### config.mk
export PLATFORM = sky130hd
export DESIGN_NAME = mhpq_ctrl
export DESIGN_NICKNAME = d
export VERILOG_FILES = /design/src/design/mhpq_pkg.sv /design/src/design/mhpq_ctrl.sv
export SDC_FILE = /design/constraint.sdc
export NUM_CORES = 1
export LEC_CHECK = 0
export ABC_AREA = 1
export ABC_CLOCK_PERIOD_IN_PS = 2700
export BUFFER_PORTS_ARGS = -buffer_cell sky130_fd_sc_hd__buf_4
export CAP_MARGIN = 10
export CORE_AREA = 2 2 39 41
export CTS_CLUSTER_DIAMETER = 30
export DETAILED_ROUTE_END_ITERATION = 8
export DIE_AREA = 0 0 41 43
export GPL_ROUTABILITY_DRIVEN = 0
export MAX_ROUTING_LAYER = met4
export PLACE_DENSITY = 0.67
export SKIP_CTS_REPAIR_TIMING = 1
export SLEW_MARGIN = 20
export SYNTH_ARGS = -nofsm -noshare
export SYNTH_HDL_FRONTEND = slang
export SYNTH_SLANG_ARGS = --single-unit
### constraint.sdc
create_clock -name clk_i -period 2.7 [get_ports clk_i]
set_input_delay 0.135 -clock clk_i [delete_from_list [all_inputs] [get_ports clk_i]]
set_output_delay 0.135 -clock clk_i [all_outputs]
set_load 0.005 [all_outputs]
### src/design/mhpq_pkg.sv
// Package for the binary min-heap priority queue: sizes, key limits,
// command, status and sequencer codes, and the controller/datapath bundle.
// No dependencies; every other design file depends on it.
`default_nettype none

package mhpq_pkg;

  // Heap storage size and the widths that follow from it.
  localparam int unsigned DEPTH = 1024;
  localparam int unsigned IDX_W = $clog2(DEPTH);
  localparam int unsigned CNT_W = $clog2(DEPTH + 1);
  // Width used for index comparisons, wide enough for any child index.
  localparam int unsigned CMP_W = 32;

  // Fixed payload widths.
  localparam int unsigned CMD_W  = 2;
  localparam int unsigned KEY_W  = 32;
  localparam int unsigned EIDX_W = 10;
  localparam int unsigned STAT_W = 2;
  localparam int unsigned ECNT_W = 11;

  localparam logic signed [KEY_W-1:0] KEY_MAX = 32'sh7FFF_FFFF;
  localparam logic signed [KEY_W-1:0] KEY_MIN = 32'sh8000_0000;

  typedef enum logic [CMD_W-1:0] {
    CMD_INSERT   = 2'd0,
    CMD_EXTRACT  = 2'd1,
    CMD_DECREASE = 2'd2,
    CMD_DELETE   = 2'd3
  } cmd_e;

  typedef enum logic [STAT_W-1:0] {
    STAT_OK        = 2'd0,
    STAT_FULL      = 2'd1,
    STAT_EMPTY     = 2'd2,
    STAT_BAD_INDEX = 2'd3
  } status_e;

  typedef enum logic [3:0] {
    ST_IDLE,
    ST_DISPATCH,
    ST_SU_REQ,
    ST_SU_CMP,
    ST_EX_ROOT,
    ST_EX_LAST,
    ST_EX_TAKE,
    ST_SD_LEFT,
    ST_SD_RIGHT,
    ST_SD_CMP,
    ST_FINISH
  } ctrl_state_e;

  // One datapath operation per cycle, chosen by the controller.
  typedef enum logic [3:0] {
    OP_NONE,
    OP_LOAD,
    OP_REFUSE,
    OP_INS_START,
    OP_DEC_START,
    OP_DEL_START,
    OP_SU_READ,
    OP_SU_MOVE,
    OP_PLACE,
    OP_RD_ROOT,
    OP_RD_LAST,
    OP_EX_TAKE,
    OP_SD_READ_L,
    OP_SD_READ_R,
    OP_SD_MOVE,
    OP_PUBLISH
  } dp_op_e;

  // Status flags returned from the datapath to the controller.
  typedef struct packed {
    cmd_e cmd;
    logic full;
    logic empty;
    logic idx_bad;
    logic at_root;
    logic parent_gt;
    logic lc_ok;
    logic child_less;
    logic cnt_one;
    logic out_free;
  } dp_status_t;

endpackage

`default_nettype wire

### src/design/mhpq_ctrl.sv
// Sequencer for the heap: walks each command through dispatch, sift up,
// root removal, sift down and result hand-off. Depends on mhpq_pkg.
`default_nettype none

module mhpq_ctrl (
  input  logic                 clk_i,
  input  logic                 rst_ni,
  input  logic                 in_valid_i,
  output logic                 in_ready_o,
  input  mhpq_pkg::dp_status_t flags_i,
  output mhpq_pkg::dp_op_e     op_o
);
  import mhpq_pkg::*;

  ctrl_state_e state_q;
  ctrl_state_e state_d;

  always_ff @(posedge clk_i or negedge rst_ni) begin
    if (!rst_ni) begin
      state_q <= ST_IDLE;
    end else begin
      state_q <= state_d;
    end
  end

  always_comb begin
    state_d    = state_q;
    op_o       = OP_NONE;
    in_ready_o = 1'b0;
    case (state_q)
      ST_IDLE: begin
        in_ready_o = 1'b1;
        if (in_valid_i) begin
          op_o    = OP_LOAD;
          state_d = ST_DISPATCH;
        end
      end
      ST_DISPATCH: begin
        case (flags_i.cmd)
          CMD_INSERT: begin
            if (flags_i.full) begin
              op_o    = OP_REFUSE;
              state_d = ST_FINISH;
            end else begin
              op_o    = OP_INS_START;
              state_d = ST_SU_REQ;
            end
          end
          CMD_EXTRACT: begin
            if (flags_i.empty) begin
              op_o    = OP_REFUSE;
              state_d = ST_FINISH;
            end else begin
              state_d = ST_EX_ROOT;
            end
          end
          CMD_DECREASE: begin
            if (flags_i.idx_bad) begin
              op_o    = OP_REFUSE;
              state_d = ST_FINISH;
            end else begin
              op_o    = OP_DEC_START;
              state_d = ST_SU_REQ;
            end
          end
          default: begin
            if (flags_i.idx_bad) begin
              op_o    = OP_REFUSE;
              state_d = ST_FINISH;
            end else begin
              op_o    = OP_DEL_START;
              state_d = ST_SU_REQ;
            end
          end
        endcase
      end
      ST_SU_REQ: begin
        if (flags_i.at_root) begin
          op_o    = OP_PLACE;
          state_d = (flags_i.cmd == CMD_DELETE) ? ST_EX_ROOT : ST_FINISH;
        end else begin
          op_o    = OP_SU_READ;
          state_d = ST_SU_CMP;
        end
      end
      ST_SU_CMP: begin
        if (flags_i.parent_gt) begin
          op_o    = OP_SU_MOVE;
          state_d = ST_SU_REQ;
        end else begin
          op_o    = OP_PLACE;
          state_d = (flags_i.cmd == CMD_DELETE) ? ST_EX_ROOT : ST_FINISH;
        end
      end
      ST_EX_ROOT: begin
        op_o    = OP_RD_ROOT;
        state_d = ST_EX_LAST;
      end
      ST_EX_LAST: begin
        op_o    = OP_RD_LAST;
        state_d = ST_EX_TAKE;
      end
      ST_EX_TAKE: begin
        op_o    = OP_EX_TAKE;
        state_d = flags_i.cnt_one ? ST_FINISH : ST_SD_LEFT;
      end
      ST_SD_LEFT: begin
        if (flags_i.lc_ok) begin
          op_o    = OP_SD_READ_L;
          state_d = ST_SD_RIGHT;
        end else begin
          op_o    = OP_PLACE;
          state_d = ST_FINISH;
        end
      end
      ST_SD_RIGHT: begin
        op_o    = OP_SD_READ_R;
        state_d = ST_SD_CMP;
      end
      ST_SD_CMP: begin
        if (flags_i.child_less) begin
          op_o    = OP_SD_MOVE;
          state_d = ST_SD_LEFT;
        end else begin
          op_o    = OP_PLACE;
          state_d = ST_FINISH;
        end
      end
      ST_FINISH: begin
        if (flags_i.out_free) begin
          op_o    = OP_PUBLISH;
          state_d = ST_IDLE;
        end
      end
      default: begin
        state_d = ST_IDLE;
      end
    endcase
  end

endmodule

`default_nettype wire

; Word level (Yosys, flattened, before mapping)
; Index checks and enable logic that the tools add are counted.
[op_classes]
n_eq_ne = 15
mux = 26
reduce_logical = 3
[ops]
columns = cell, n
row1 = $pmux W4 S11, 2
row2 = $mux W4, 13
row3 = $eq A4 B3 Y1 const B, 4
row4 = $eq A4 B4 Y1 const B, 3
row5 = $mux W3, 4
row6 = $pmux W4 S3, 1
row7 = $eq A4 B2 Y1 const B, 2
row8 = $pmux W4 S2, 1
row9 = $eq A2 B2 Y1 const B, 2
row10 = $eq A4 B1 Y1 const B, 1
row11 = $logic_not A4 Y1, 1
row12 = $mux W2, 2
row13 = $ne A2 B2 Y1 const B, 2
row14 = $mux W1, 3
row15 = $eq A2 B1 Y1 const B, 1
row16 = $logic_not A2 Y1, 1
row17 = $reduce_and A2 Y1, 1
[totals]
register_bits = 4
input_bits = 14
out_inout_bits = 5
elab_cells = 45

; Longest topological paths before layout
[depth]
word_depth = 4
mapped_depth = 7
depth_no_buf = 7

; Worst setup path before layout
; Ideal clock, no wire load.
[synth_path]
kind = register -> output
start = register state_q[2]
end = output op_o[3]
arrival_ns = 0.985
t_required_ns = 2.565
slack_ns = 1.580
path_stages_with_launch = 8
n_path_buf = 0
cell_sequence = dfrtp_1 -> inv_1 -> nand2_1 -> nor2_1 -> nand2_1 -> o21ai_1 -> inv_1 -> nand4_1
[synth_between]
elab_chain_len = 2
word_cells_on_any_way = 12
classes_between = 10 x eq/ne / 1 x mux / 1 x reduce/logical
[synth_lines]
columns = item, line
row1 = "start, declared", mhpq_ctrl.sv:15  ; ctrl_state_e state_q;
row2 = "start signal, assigned", mhpq_ctrl.sv:22  ; state_q <= state_d;
row3 = $eq A4 B4 Y1 (tied with other cells), mhpq_ctrl.sv:30  ; case (state_q)
row4 = $pmux W4 S11 *, mhpq_ctrl.sv:30
row5 = "end, declared", mhpq_ctrl.sv:11  ; output mhpq_pkg::dp_op_e op_o
; Mark *: on every way between the ends. The rest lies on a longest branch, timed or not.

; Final worst setup path
; Ends and elaborated chain as after synthesis.

==> flow_metrics.env <==
export IMPL_status="complete, no violations"
export IMPL_root_buffer="clkbuf_4"
export IMPL_yosysWarningCount=0
export IMPL_period_minus_slack_ns=1.67
export IMPL_fp_row_count=14
export IMPL_synthSimpleGateAreaFrac_pct=55.3
export IMPL_vdd_ir_drop_max_v=0.000456
export IMPL_crit_chain="inv_1 > nand2_1 > nor2_1 > nand2_1 > o21ai_1 > inv_1 > nand4_1 > buf_4"
export IMPL_synth_most_common_cell="nand2_1"
export IMPL_arrival_ns=1.53
export IMPL_drive_above_1_share_pct=19.7
export IMPL_hold_path_class="input port to asynchronous set/reset pin"
export IMPL_synth_commonest_cells="nand2_1, nor2_1, inv_1"
export IMPL_antenna_found_initial=0
export IMPL_synth_top_area_share_pct=22.3
export IMPL_critPathSlowestCell="dfrtp_1"
export IMPL_synth_cell_type_count=15
export IMPL_powerDensity_nw_per_um2=1020
export IMPL_grt_max_degree=9
export IMPL_cts_buffers=3
export IMPL_ys_flop_type="dfrtp_1"
export IMPL_grt_overflow=0
export IMPL_routed_wl_um=1550
export IMPL_finalCritPeriodShare_pct=61.7
export IMPL_ys_seq_area_share_pct=18.6
export IMPL_critPathKind="register to output port"
export IMPL_multiInputGateArea_um2=367
export IMPL_worst_slew_pin_slew_ns=0.301
export IMPL_synth_top_family_by_area="simple AND/OR/NAND/NOR gates"
export IMPL_setup_viol=0
export IMPL_seqCellArea_um2=100
export IMPL_htreeDepth=1
export IMPL_synth_compound_gate_area_share_pct=12.8
export IMPL_start_util_pct=38.9
export IMPL_grt_pass1_vias=587
export IMPL_syn_to_final_growth_pct=34.9
export IMPL_cts_sinks=4
export IMPL_fin_nets=143
export IMPL_maxCapViolations=0
export IMPL_die_height_um=43
export IMPL_die_w_um=41
export IMPL_synth_area_leaders="nand2_1, dfrtp_1, nor2_1"
export IMPL_synth_xor_area_share_pct=0
export IMPL_async_flop_share_pct=100
export IMPL_synthMuxAreaShare_pct=0
export IMPL_setup_slack_ns=1.03
export IMPL_yosysTopAreaCell="nand2_1"
export IMPL_hold_viol=0
export IMPL_r2r_start="state_q[2]$_DFFE_PN0P_"
export IMPL_cp_slowest_stage_delay_ns=0.40
export IMPL_syn_cell_area_um2=538
export IMPL_drv_slew=0
export IMPL_ant_nets=0
export IMPL_ys_ff_latch=4
export IMPL_critPathLaunch="state_q[2]$_DFFE_PN0P_"
export IMPL_largest_reg_flops=4
export IMPL_syn_avg_cell_area_um2=5.12
export IMPL_drtIter0Drc=30
export IMPL_cp_max_fo=5
export IMPL_synth_fa_ha_area_share_pct=0
export IMPL_viasPerCell=5.03
export IMPL_clock_latency_ns=0.25
export IMPL_syn_nets=119
export IMPL_clock_skew_ns=0.0112
export IMPL_synth_edf_count=0
export IMPL_grt_pass1_wl_um=2480
export IMPL_worstSetupEndpointType="output port"
export IMPL_dieArea_um2=1760
export IMPL_wire_per_inst_um=10.8
export IMPL_finalPower_w=0.000744
export IMPL_coreArea_um2=1380
export IMPL_fin_util_pct=52.4
export IMPL_fillCellCount=156
export IMPL_clk_pin_slew_worst_paths_ns=0.05
export IMPL_worst_setup_path_start_kind="register"
export IMPL_hpwl_um=1310
export IMPL_num_io_pins=19
export IMPL_largest_register="state_q"
export IMPL_clockBufferDepth=2
export IMPL_antennaDiodeCount=0
export IMPL_top_regs="state_q: 4 flops"
export IMPL_drtPass1Iterations=4
export IMPL_leakage_nw=0.432
export IMPL_vias=719
export IMPL_portBuffers=18
export IMPL_grt_usage_pct=21.4
export IMPL_tns_ns=0
export IMPL_cts_tree="built"
export IMPL_rsz0062_at_grt="no"
export IMPL_postSynthCellCount=105
export IMPL_cp_required_ns=2.57
export IMPL_max_slew_margin_pct=79.9
export IMPL_post_place_ws_ns=1.33
export IMPL_drc=0
export IMPL_fmax_mhz=600
-- through the flow --
| stage | cells | area (um2) | hold WS, ns |
|---|---|---|---|
| 2_1_floorplan | 105 | 538 | -0.161 |
| 3_3_place_gp | 139 | 693 | -0.0694 |
| 3_5_place_dp | 139 | 693 | -0.0646 |
| 4_1_cts | 142 | 716 | -0.323 |
| 5_1_grt | 143 | 726 | 0.225 |
| 6_report | 143 | 726 | 0.209 |
-- power by group --
group | leakage, nW | switching, W | internal, W
combinational | 0.368 | 0.000314 | 0.000222
clock | 0.0138 | 0.0000315 | 0.0000502
sequential | 0.0505 | 0.0000338 | 0.0000913
total | 0.432 | 0.000380 | 0.000364
-- layout by cell type (no fill, tap or decap), drive strengths merged --
cell,count
nand4,4
inv,19
dlygate4sd3,1
clkbuf,3
o21ai,7
dfrtp,4
a22oi,1
nand3b,3
buf,18
nand2,32
nand3,7
o31ai,1
a21oi,3
nor2,24
-- cell type report --
| cell class | count | share of cell area, % |
|---|---|---|
| repair buffers | 19 | 20.0 |
| clock buffers | 3 | 3.10 |
| multi-input cells | 82 | 50.5 |
| well taps | 16 | 2.76 |
| inverters | 19 | 9.83 |
| flip-flops and latches | 4 | 13.8 |
-- critical path: cells and delay by family (launching register included) --
kind | cells | cell delay, ns
DFF | 1 | 0.40
AOI/OAI and AO/OA | 1 | 0.11
and+or+nand+nor | 4 | 0.46
buffers and inverters | 3 | 0.31
-- kinds of logic after synthesis --
| logic type | Yosys count |
|---|---|
| AND/OR/NAND/NOR | 70 |
| buffers and inverters | 19 |
| AO/OA/AOI/OAI | 12 |
| flip-flops | 4 |
-- path summary, 6_finish.rpt --
path	cells after the start	to	slack [ns]
max	8	op_o[3]	1.03
min	2	state_q[1]$_DFFE_PN0P_	0.21
min in group clk_i	3	state_q[0]$_DFFE_PN0P_	0.22
max in group asynchronous	2	state_q[3]$_DFFE_PN0P_	2.38
min reg2reg	3	state_q[2]$_DFFE_PN0P_	0.75
max reg2reg	6	state_q[0]$_DFFE_PN0P_	1.44
-- layer usage --
metal,wire length [um],vias up,global-route usage (%)
li1,-,374,-
met1,651,296,29.4
met2,751,47,31.9
met3,132,2,1.57
met4,17,0,8.00
met5,0,-,-
No activity file was read; power rests on OpenSTA's default activity.
